## src/hdl/b36uid_pkg.sv

```systemverilog
// types, constants and helper functions shared by the base-36 uid parser
package b36uid_pkg;

  localparam int unsigned CHAR_W   = 8;
  localparam int unsigned STATUS_W = 3;
  localparam int unsigned VALUE_W  = 64;
  localparam int unsigned POS_W    = 3;
  localparam int unsigned DIGIT_W  = 6;
  // product of a 64-bit value and 36 plus a digit fits in 70 bits
  localparam int unsigned WIDE_W   = VALUE_W + 6;

  localparam logic [POS_W-1:0] PREFIX_LEN = 3'd6;

  // status codes
  localparam logic [STATUS_W-1:0] ST_OK         = 3'd0;
  localparam logic [STATUS_W-1:0] ST_BAD_PREFIX = 3'd1;
  localparam logic [STATUS_W-1:0] ST_EMPTY_BODY = 3'd2;
  localparam logic [STATUS_W-1:0] ST_BAD_DIGIT  = 3'd3;
  localparam logic [STATUS_W-1:0] ST_OVERFLOW   = 3'd4;

  typedef struct packed {
    logic [CHAR_W-1:0] char_code;
    logic              last;
  } in_item_t;

  typedef struct packed {
    logic [STATUS_W-1:0] status;
    logic [VALUE_W-1:0]  value;
  } out_item_t;

  typedef struct packed {
    logic [POS_W-1:0]    prefix_pos;
    logic [VALUE_W-1:0]  acc;
    logic [STATUS_W-1:0] err;
    logic                body_seen;
  } parse_state_t;

  // expected character of the "uid://" prefix at a given position
  function automatic logic [CHAR_W-1:0] prefix_char(input logic [POS_W-1:0] pos);
    logic [CHAR_W-1:0] ch;
    case (pos)
      3'd0:    ch = 8'h75; // u
      3'd1:    ch = 8'h69; // i
      3'd2:    ch = 8'h64; // d
      3'd3:    ch = 8'h3a; // :
      3'd4:    ch = 8'h2f; // /
      3'd5:    ch = 8'h2f; // /
      default: ch = 8'h00;
    endcase
    return ch;
  endfunction

endpackage

```

## src/hdl/b36uid_step.sv

```systemverilog
// per-character parse step: folds one character into the parse state
module b36uid_step
  import b36uid_pkg::*;
(
  input  parse_state_t state_i,
  input  in_item_t     item_i,
  output parse_state_t state_nxt,
  output out_item_t    result_o
);

  logic                is_num;
  logic                is_lower;
  logic [DIGIT_W-1:0]  digit;
  logic [WIDE_W-1:0]   acc_wide;
  logic [WIDE_W-1:0]   sum_wide;
  logic                ovf;
  parse_state_t        consumed;
  logic [STATUS_W-1:0] status;

  // digit decode
  always_comb begin
    is_num   = (item_i.char_code >= 8'h30) && (item_i.char_code <= 8'h39);
    is_lower = (item_i.char_code >= 8'h61) && (item_i.char_code <= 8'h7a);
    if (is_num) begin
      digit = DIGIT_W'(item_i.char_code - 8'h30);
    end else begin
      digit = DIGIT_W'(item_i.char_code - 8'h57);
    end
  end

  // acc * 36 + digit as (acc << 5) + (acc << 2) + digit
  always_comb begin
    acc_wide = {{(WIDE_W-VALUE_W){1'b0}}, state_i.acc};
    sum_wide = (acc_wide << 5) + (acc_wide << 2) + {{(WIDE_W-DIGIT_W){1'b0}}, digit};
    ovf      = |sum_wide[WIDE_W-1:VALUE_W];
  end

  // consume the character unless an error is already recorded
  always_comb begin
    consumed = state_i;
    if (state_i.err == ST_OK) begin
      if (state_i.prefix_pos < PREFIX_LEN) begin
        if (item_i.char_code != prefix_char(state_i.prefix_pos)) begin
          consumed.err = ST_BAD_PREFIX;
        end else begin
          consumed.prefix_pos = state_i.prefix_pos + 3'd1;
        end
      end else if (!(is_num || is_lower)) begin
        consumed.err = ST_BAD_DIGIT;
      end else if (ovf) begin
        consumed.err = ST_OVERFLOW;
      end else begin
        consumed.acc       = sum_wide[VALUE_W-1:0];
        consumed.body_seen = 1'b1;
      end
    end
  end

  // final status on the last character
  always_comb begin
    if (consumed.err != ST_OK) begin
      status = consumed.err;
    end else if (consumed.prefix_pos < PREFIX_LEN) begin
      status = ST_BAD_PREFIX;
    end else if (!consumed.body_seen) begin
      status = ST_EMPTY_BODY;
    end else begin
      status = ST_OK;
    end
    result_o.status = status;
    result_o.value  = (status == ST_OK) ? consumed.acc : '0;
    state_nxt       = item_i.last ? '0 : consumed;
  end

endmodule

```

## src/hdl/base36_uid_parser_top.sv

```systemverilog
// top level of the base-36 uid parser: input register, parse step, result register
// path: input register, parse step, then the result register behind out_valid
// throughput: one character per cycle; a last character waits in the input register
//   only while the previous result has not yet been transferred
// reset: rst_n (synchronous, active low) clears the parse state and both valid flags
module base36_uid_parser_top
  import b36uid_pkg::*;
(
  input  logic      clk,
  input  logic      rst_n,
  input  logic      in_valid,
  output logic      in_ready,
  input  in_item_t  in_data,
  output logic      out_valid,
  input  logic      out_ready,
  output out_item_t out_data
);

  logic         s1_valid_r;
  in_item_t     s1_data_r;
  parse_state_t state_r;
  parse_state_t state_nxt;
  out_item_t    result;
  logic         out_valid_r;
  out_item_t    out_data_r;
  logic         s1_adv;

  // the staged character moves on unless it carries a result with nowhere to go
  assign s1_adv   = s1_valid_r && (!s1_data_r.last || !out_valid_r || out_ready);
  assign in_ready = !s1_valid_r || s1_adv;

  // input register
  always_ff @(posedge clk) begin
    if (!rst_n) begin
      s1_valid_r <= 1'b0;
    end else if (in_ready) begin
      s1_valid_r <= in_valid;
    end
  end

  always_ff @(posedge clk) begin
    if (in_valid && in_ready) begin
      s1_data_r <= in_data;
    end
  end

  b36uid_step u_step (
    .state_i   (state_r),
    .item_i    (s1_data_r),
    .state_nxt (state_nxt),
    .result_o  (result)
  );

  // parse state
  always_ff @(posedge clk) begin
    if (!rst_n) begin
      state_r <= '0;
    end else if (s1_adv) begin
      state_r <= state_nxt;
    end
  end

  // result register
  always_ff @(posedge clk) begin
    if (!rst_n) begin
      out_valid_r <= 1'b0;
    end else if (s1_adv && s1_data_r.last) begin
      out_valid_r <= 1'b1;
    end else if (out_ready) begin
      out_valid_r <= 1'b0;
    end
  end

  always_ff @(posedge clk) begin
    if (s1_adv && s1_data_r.last) begin
      out_data_r <= result;
    end
  end

  assign out_valid = out_valid_r;
  assign out_data  = out_data_r;

  // an error result never carries a value
  a_err_zero: assert property (@(posedge clk) disable iff (!rst_n)
    out_valid_r && (out_data_r.status != ST_OK) |-> out_data_r.value == '0)
    else $error("error result with nonzero value");

  // the parse state is cleared after the last character
  a_clear: assert property (@(posedge clk) disable iff (!rst_n)
    s1_adv && s1_data_r.last |=> state_r == '0)
    else $error("state not cleared after last character");

  // the first error sticks until the string ends
  a_err_sticky: assert property (@(posedge clk) disable iff (!rst_n)
    s1_adv && !s1_data_r.last && (state_r.err != ST_OK) |=> state_r.err == $past(state_r.err))
    else $error("recorded error changed inside a string");

  // prefix position never passes the prefix length
  a_pos_range: assert property (@(posedge clk) disable iff (!rst_n)
    state_r.prefix_pos <= PREFIX_LEN)
    else $error("prefix position out of range");

  // body digits only follow a complete prefix
  a_body_after_prefix: assert property (@(posedge clk) disable iff (!rst_n)
    state_r.body_seen |-> state_r.prefix_pos == PREFIX_LEN)
    else $error("body digit seen before prefix complete");

endmodule

```

## config.mk

```make
export PLATFORM = sky130hd
export DESIGN_NAME = base36_uid_parser_top
export DESIGN_NICKNAME = d
export VERILOG_FILES = /design/src/hdl/b36uid_pkg.sv /design/src/hdl/b36uid_step.sv /design/src/hdl/base36_uid_parser_top.sv
export SDC_FILE = /design/constraint.sdc
export NUM_CORES = 1
export LEC_CHECK = 0
export BUFFER_PORTS_ARGS = -buffer_cell sky130_fd_sc_hd__clkbuf_2
export CAP_MARGIN = 0
export CORE_ASPECT_RATIO = 0.75
export CORE_MARGIN = 2
export CORE_UTILIZATION = 55
export DETAILED_ROUTE_END_ITERATION = 8
export PLACE_DENSITY = 0.71
export SYNTH_ARGS = -nofsm -noshare
export SYNTH_HDL_FRONTEND = slang
export SYNTH_SLANG_ARGS = --single-unit
export TNS_END_PERCENT = 100
```

## constraint.sdc

```tcl
create_clock -name clk -period 5.9 [get_ports clk]
set_clock_uncertainty 0.2 [all_clocks]
set_input_delay 0.885 -clock clk [delete_from_list [all_inputs] [get_ports clk]]
set_output_delay 0.885 -clock clk [all_outputs]
set_load 0.005 [all_outputs]
```

==> results of run 1 <==
==> what timing repair did <==
item	in CTS	in global routing
endpoints found under the hold margin	0	0
buffers inserted	0	9
gates resized for setup	0	7
endpoints found under the setup margin	0	129
==> cell families (layout without fill, tap and decap cells) <==
kind of cell    count (synthesis)  after routing
flops                         149            149
fa+ha+maj                     140            140
compound gates                356            356
simple gates                  342            342
buf+inv                        83            168
xor+xnor                       62             62
mux                            66             66
==> power breakdown <==
group | switching [mW] | total (mW) | internal, mW
sequential | 0.00768 | 1.10 | 1.09
clock | 0.438 | 1.10 | 0.657
combinational | 0.0462 | 0.0725 | 0.0263
==> worst max-delay path, cell delays in order (launching register included) <==
cell	delay, ps
edfxtp_1	450
inv_1	150
ha_1	220
o21bai_2	100
a21oi_2	240
nand2b_1	160
xnor2_1	120
ha_1	180
ha_1	200
inv_1	70
fa_1	410
nand2b_1	180
a21o_1	190
a31o_2	230
a21oi_1	260
o31ai_2	140
o21ai_1	160
buf_4	180
a32oi_1	100
mux2i_1	170
or4_4	590
buf_12	220
mux2i_1	220
nor2_1	70
==> how the worst max path moves through the flow <==
stage | startpoint | to | depth (start not counted)
floorplan | s1_data_r[1]$_DFFE_PP_ | out_data[12]$_SDFFCE_PP0P_ | 24
global placement | s1_data_r[2]$_DFFE_PP_ | out_data[35]$_SDFFCE_PP0P_ | 21
detailed placement | s1_data_r[2]$_DFFE_PP_ | out_data[5]$_SDFFCE_PP0P_ | 20
CTS | s1_data_r[2]$_DFFE_PP_ | out_data[5]$_SDFFCE_PP0P_ | 20
global route | s1_data_r[1]$_DFFE_PP_ | out_data[2]$_SDFFCE_PP0P_ | 23
finish | s1_data_r[1]$_DFFE_PP_ | out_data[2]$_SDFFCE_PP0P_ | 23
==> synthesized netlist by cell type, drive strengths merged (8+ instances only) <==
| cell | number |
|---|---|
| a21o | 21 |
| a21oi | 105 |
| a22o | 65 |
| a31oi | 12 |
| buf | 36 |
| clkbuf | 16 |
| dfxtp | 73 |
| edfxtp | 76 |
| ha | 138 |
| inv | 31 |
| mux2i | 64 |
| nand2 | 92 |
| nand2b | 8 |
| nand3 | 24 |
| nand4 | 19 |
| nor2 | 131 |
| nor2b | 10 |
| nor3 | 19 |
| o211ai | 8 |
| o21a | 12 |
| o21ai | 61 |
| o21bai | 11 |
| xnor2 | 38 |
| xor2 | 24 |
==> flip-flops by register name, summed over array words and instances (netlist names) <==
register,cells
state_r,71
s1_valid_r,1
s1_data_r,9
out_data,67
out_valid,1
==> cell usage in the layout (no fill, tap or decap), types with 18 or more instances in the layout <==
master,count
a22o_1,64
clkbuf_2,81
nor3_1,18
nor2_1,131
o21ai_0,54
edfxtp_1,76
xor2_1,24
mux2i_1,64
nand3_1,23
a21o_1,21
a21oi_1,103
xnor2_1,38
buf_4,21
dfxtp_1,73
inv_1,29
nand2_1,92
ha_1,138
==> layout make-up <==
| type | count | area, µm² | area share, % |
|---|---|---|---|
| timing repair buffer | 105 | 618 | 4.97 |
| tap | 258 | 323 | 2.60 |
| clock inverter | 11 | 124 | 0.996 |
| inverter | 31 | 116 | 0.936 |
| sequential | 149 | 3740 | 30.1 |
| multi-input combinational | 966 | 7040 | 56.6 |
| clock buffer | 21 | 470 | 3.78 |
==> per-layer routing <==
| layer | up-vias | wire [µm] | track usage, % |
|---|---|---|---|
| li1 | 4639 | - | - |
| met1 | 4488 | 13900 | 39.2 |
| met2 | 307 | 11300 | 37.7 |
| met3 | 27 | 1520 | 4.28 |
| met4 | 0 | 326 | 5.43 |
| met5 | - | 0 | 0 |
==> impl_metrics.env, run 1 <==
export IMPL_synth_edff_count=76
export IMPL_final_cells=1541
export IMPL_portBuffers=81
export IMPL_place_ws_ps=85.8
export IMPL_die_h_um=128
export IMPL_ctsHoldBuffers=0
export IMPL_antenna_left=0
export IMPL_syn_mean_instance_area_um2=9.35
export IMPL_hp_class="flip-flop to flip-flop"
export IMPL_die_width_um=169
export IMPL_synth_distinct_cells=76
export IMPL_hpwlAfterDp_mm=20.5
export IMPL_total_power_mw=2.27
export IMPL_synthMuxAreaShare_pct=5.92
export IMPL_whs_path_depth=2
export IMPL_cts_root_buf="clkbuf_16"
export IMPL_dominantRegCellSynth="edfxtp_1"
export IMPL_synth_seq_cells=149
export IMPL_power_leakage_nw=5.99
export IMPL_clock_sinks=149
export IMPL_hold_start="state_r[2]$_SDFFE_PN0P_"
export IMPL_syn_area_um2=11200
export IMPL_n_fill_cell=1708
export IMPL_r2r_end="out_data[2]$_SDFFCE_PP0P_"
export IMPL_setup_slack_ps=417
export IMPL_r2r_slack_ps=420
export IMPL_final_max_slew_violation_count=0
export IMPL_synth_simple_area_share_pct=14.6
export IMPL_required_ps=5870
export IMPL_crit_fanout=34
export IMPL_num_rows=45
export IMPL_utilization_pct=61.9
export IMPL_antenna_found_initial=0
export IMPL_die_area_um2=21500
export IMPL_ys_top_cells_by_area="edfxtp_1 (20%), ha_1 (15%), dfxtp_1 (13%)"
export IMPL_hold_slack_ps=320
export IMPL_reg2reg_depth=23
export IMPL_avgRoutedWirePerCell_um=17.6
export IMPL_htree_levels=4
export IMPL_drive_above_1_share_pct=12.9
export IMPL_postSynthNetCount=1351
export IMPL_r2r_start="s1_data_r[1]$_DFFE_PP_"
export IMPL_start_kind="flip-flop"
export IMPL_synth_top_area_share_pct=20.4
export IMPL_drt_vias_per_instance=6.14
export IMPL_synth_xor_area_share_pct=4.85
export IMPL_drtIter0Drc=793
export IMPL_tritoncts="done"
export IMPL_grt_pass1_vias=8805
export IMPL_grt_overflow=0
export IMPL_critical_path_class="flip-flop to flip-flop"
export IMPL_clock_fmax_ghz=0.182
export IMPL_min_period_ps=5480
export IMPL_start_util_pct=55.8
export IMPL_antenna_cells=0
export IMPL_timing_hold_violations_final=0
export IMPL_grt_usage_pct=25.6
export IMPL_crit_path_end_kind="flip-flop"
export IMPL_synth_top_family_by_area="compound AO/OA/AOI/OAI gates"
export IMPL_hold_path_end="state_r[2]$_SDFFE_PN0P_"
export IMPL_dpl_cell_area_um2=11700
export IMPL_vdd_drop_max_mv=0.208
export IMPL_power_density_nw_per_um2=183
export IMPL_via_count=9461
export IMPL_synth_adder_area_share_pct=15.8
export IMPL_cap_violations=0
export IMPL_finalCritPeriodShare_pct=92.9
export IMPL_finalSetupTns_ps=0
export IMPL_arrival_ps=5450
export IMPL_cts_buffers=17
export IMPL_grt_max_degree=56
export IMPL_placed_cells=1500
export IMPL_clkTransAtPathRegs_ps=60
export IMPL_clk_latency_ps=430
export IMPL_stdcell_area_um2=12400
export IMPL_netlist_top_cell_by_area="edfxtp_1"
export IMPL_yosysSeqAreaShare_pct=33.4
export IMPL_synth_warnings=0
export IMPL_gp_congestion=0.919
export IMPL_grt_pass1_wl_mm=44.7
export IMPL_area_growth_syn_to_layout_pct=11.0
export IMPL_io_pins=82
export IMPL_finalSetupViolCount=0
export IMPL_ys_async_sr_fraction_pct=0
export IMPL_clock_path_buffers=2
export IMPL_drtPass1Iterations=5
export IMPL_worst_pin_slew_ps=853
export IMPL_synth_compound_area_share_pct=21.4
export IMPL_finalNetCount=1423
export IMPL_syn_inst=1198
export IMPL_route_detailed_drc=0
export IMPL_drt_wl_total_mm=27.1
export IMPL_status="complete, no violations"
export IMPL_core_area_um2=20100
export IMPL_slew_limit_headroom_pct=42.9
Power figures use the tool's default switching activity.
==> inputs of run 2 (changes only) <==
--- a/config.mk
+++ b/config.mk
@@ -6,12 +6,11 @@
 export NUM_CORES = 1
 export LEC_CHECK = 0
 export BUFFER_PORTS_ARGS = -buffer_cell sky130_fd_sc_hd__clkbuf_2
-export CAP_MARGIN = 0
 export CORE_ASPECT_RATIO = 0.75
 export CORE_MARGIN = 2
-export CORE_UTILIZATION = 55
+export CORE_UTILIZATION = 30
 export DETAILED_ROUTE_END_ITERATION = 8
-export PLACE_DENSITY = 0.71
+export PLACE_DENSITY = 0.42
 export SYNTH_ARGS = -nofsm -noshare
 export SYNTH_HDL_FRONTEND = slang
 export SYNTH_SLANG_ARGS = --single-unit
==> run 2 against run 1 <==
  * Maximum frequency grew 0.19%
  * Clock power grew 8%
  * Global-route usage shrank 9.3 points
  * Critical path depth shrank 1
  * Die area grew 81%
  * Flip-flop and latch count is the same
  * Worst hold slack lost 8.1 ps
  * Core utilization shrank 27 points
  * Non-clock buffer count shrank 6
  * Worst setup slack gained 11 ps
  * Sequential share of layout area shrank 0.75 points
  * Critical path type unchanged
==> impl_metrics.env, run 2 (synthesis results as in run 1) <==
export IMPL_status="complete, no violations"
export IMPL_die_h_um=171
export IMPL_die_width_um=227
export IMPL_mostFrequentLayoutCells="ha_1 (138), nor2_1 (130), a21oi_1 (104)"
export IMPL_crit_chain="inv_1, ha_1, o21bai_1, a21oi_2, nand2b_1, xnor2_1, ha_1, ha_1, inv_1, fa_1, nand2b_1, a21o_1, a31o_2, a21oi_1, o31ai_2, o21ai_1, a32oi_1, mux2i_1, or4_4, buf_12, mux2i_1, nor2_1"
export IMPL_antenna_left=0
export IMPL_final_common_cell="ha_1"
export IMPL_grt_max_degree=63
export IMPL_antenna_cells=0
export IMPL_r2r_slack_ps=430
export IMPL_timing_hold_violations_final=0
export IMPL_grt_busiest_layer="met1"
export IMPL_hpwlAfterDp_mm=23.8
export IMPL_drt_wl_total_mm=30.5
export IMPL_swShare_pct=22.5
export IMPL_grt_pass1_wl_mm=49.8
export IMPL_avgRoutedWirePerCell_um=17.1
export IMPL_dpl_cell_area_um2=12100
export IMPL_grt_pass1_vias=9023
export IMPL_antenna_found_initial=0
export IMPL_slowest_stage="or4_4"
export IMPL_crit_path_end_kind="flip-flop"
export IMPL_start_kind="flip-flop"
export IMPL_grt_use_met3_pct=2.63
export IMPL_finalSetupTns_ps=0
export IMPL_ctsHoldBuffers=0
export IMPL_start_util_pct=30.3
export IMPL_cap_violations=0
export IMPL_gp_congestion=0.819
export IMPL_portBuffers=81
export IMPL_drtPass1Iterations=5
export IMPL_clock_sinks=149
export IMPL_num_rows=61
export IMPL_stdcell_area_um2=12800
export IMPL_drive_above_1_share_pct=12.5
export IMPL_grt_usage_pct=16.2
export IMPL_power_leakage_nw=5.98
export IMPL_clock_fmax_ghz=0.183
export IMPL_cp_common_cell="ha_1"
export IMPL_clock_path_buffers=2
export IMPL_finalNetCount=1417
export IMPL_area_growth_syn_to_layout_pct=13.8
export IMPL_tritoncts="done"
export IMPL_slew_limit_headroom_pct=33.6
export IMPL_via_count=9057
export IMPL_die_area_um2=38900
export IMPL_core_area_um2=36900
export IMPL_slowest_delay_ps=590
export IMPL_use_met1_pct=25.0
export IMPL_rsz0062_at_grt="no"
export IMPL_largest_register_ffs=71
export IMPL_cts_buffers=17
export IMPL_seq_power_share_pct=46.7
export IMPL_min_period_ps=5470
export IMPL_clk_latency_ps=450
export IMPL_pwr_share_comb_pct=3.0
export IMPL_crit_fanout=31
export IMPL_critPathBufInv=3
export IMPL_io_pins=82
export IMPL_htree_levels=4
export IMPL_finalSetupViolCount=0
export IMPL_power_density_nw_per_um2=185
export IMPL_drtIter0Drc=542
export IMPL_p_clk_share_pct=50.3
export IMPL_cts_root_buf="clkbuf_16"
export IMPL_met2_usage_pct=23.2
export IMPL_clkTransAtPathRegs_ps=70
export IMPL_route_detailed_drc=0
export IMPL_p_switching_mw=0.532
export IMPL_hp_class="flip-flop to flip-flop"
export IMPL_finalCritPeriodShare_pct=92.8
export IMPL_vdd_drop_max_mv=0.144
export IMPL_arrival_ps=5470
export IMPL_intPower_mw=1.83
export IMPL_required_ps=5900
export IMPL_drt_vias_per_instance=5.09
export IMPL_worst_pin_slew_ps=992
export IMPL_hold_slack_ps=312
export IMPL_critical_path_class="flip-flop to flip-flop"
export IMPL_grt_overflow=0
export IMPL_final_max_slew_violation_count=0
export IMPL_regMostFlops="state_r"
export IMPL_cp_top_family="compound AO/OA/AOI/OAI gates"
-- run 2: cell count changes in the layout (fill, tap and decap cells not counted), sizes merged --
cell / delta
buf: -6
bufinv: +2
clkbuf: -3
clkinv: -4
clkinvlp: +3
inv: +2
-- run 2: cell type report --
type | count | area [µm²]
Clock buffer | 18 | 429
Sequential cell | 149 | 3740
Timing Repair Buffer | 99 | 607
Clock inverter | 14 | 199
Multi-Input combinational cell | 966 | 7030
Inverter | 31 | 116
Fill cell | 3880 | 24200
Tap cell | 504 | 631
-- run 2: metal layers --
layer  vias up  part of all wire (%)
li1       4616                     -
met1      4291                    56
met2       128                    40
met3        22                   2.9
met4         0                   1.0
met5         -                     0
-- run 2: final timing paths --
| path | startpoint | to | depth (start not counted) |
|---|---|---|---|
| max | s1_data_r[1]$_DFFE_PP_ | out_data[39]$_SDFFCE_PP0P_ | 22 |
| min | state_r[2]$_SDFFE_PN0P_ | state_r[2]$_SDFFE_PN0P_ | 2 |
| max reg2reg | s1_data_r[1]$_DFFE_PP_ | out_data[39]$_SDFFCE_PP0P_ | 22 |
| min reg2reg | state_r[2]$_SDFFE_PN0P_ | state_r[2]$_SDFFE_PN0P_ | 2 |
-- run 2: through the flow --
step	total power, mW	util (%)	cells	setup slack [ps]
after global routing	2.45	34.5	1781	73.0
final	2.36	34.5	1781	427
after CTS	2.40	34.4	1778	154
after floorplan	1.17	-	1198	739
after global placement	1.20	32.7	1746	232
after detailed placement	1.20	32.7	1746	203
-- run 2: power by group through the flow --
| stage | sequential, mW | combinational, mW | clock (mW) |
|---|---|---|---|
| finish | 1.10 | 0.0711 | 1.19 |
| global route | 1.10 | 0.0797 | 1.27 |
| CTS | 1.10 | 0.0699 | 1.23 |
| detailed placement | 1.13 | 0.0694 | 0 |
| global placement | 1.13 | 0.0698 | 0 |
| floorplan | 1.12 | 0.0504 | 0 |
-- run 2: what timing repair did --
action,CTS,global route
buffers inserted,0,3
gates resized for setup,0,4
setup endpoints to repair,0,126
-- run 2: worst min-delay path, stage by stage (launching register included) --
cell and delay [ps]:
dfxtp_1 330, nor2_1 100, nor3_1 40
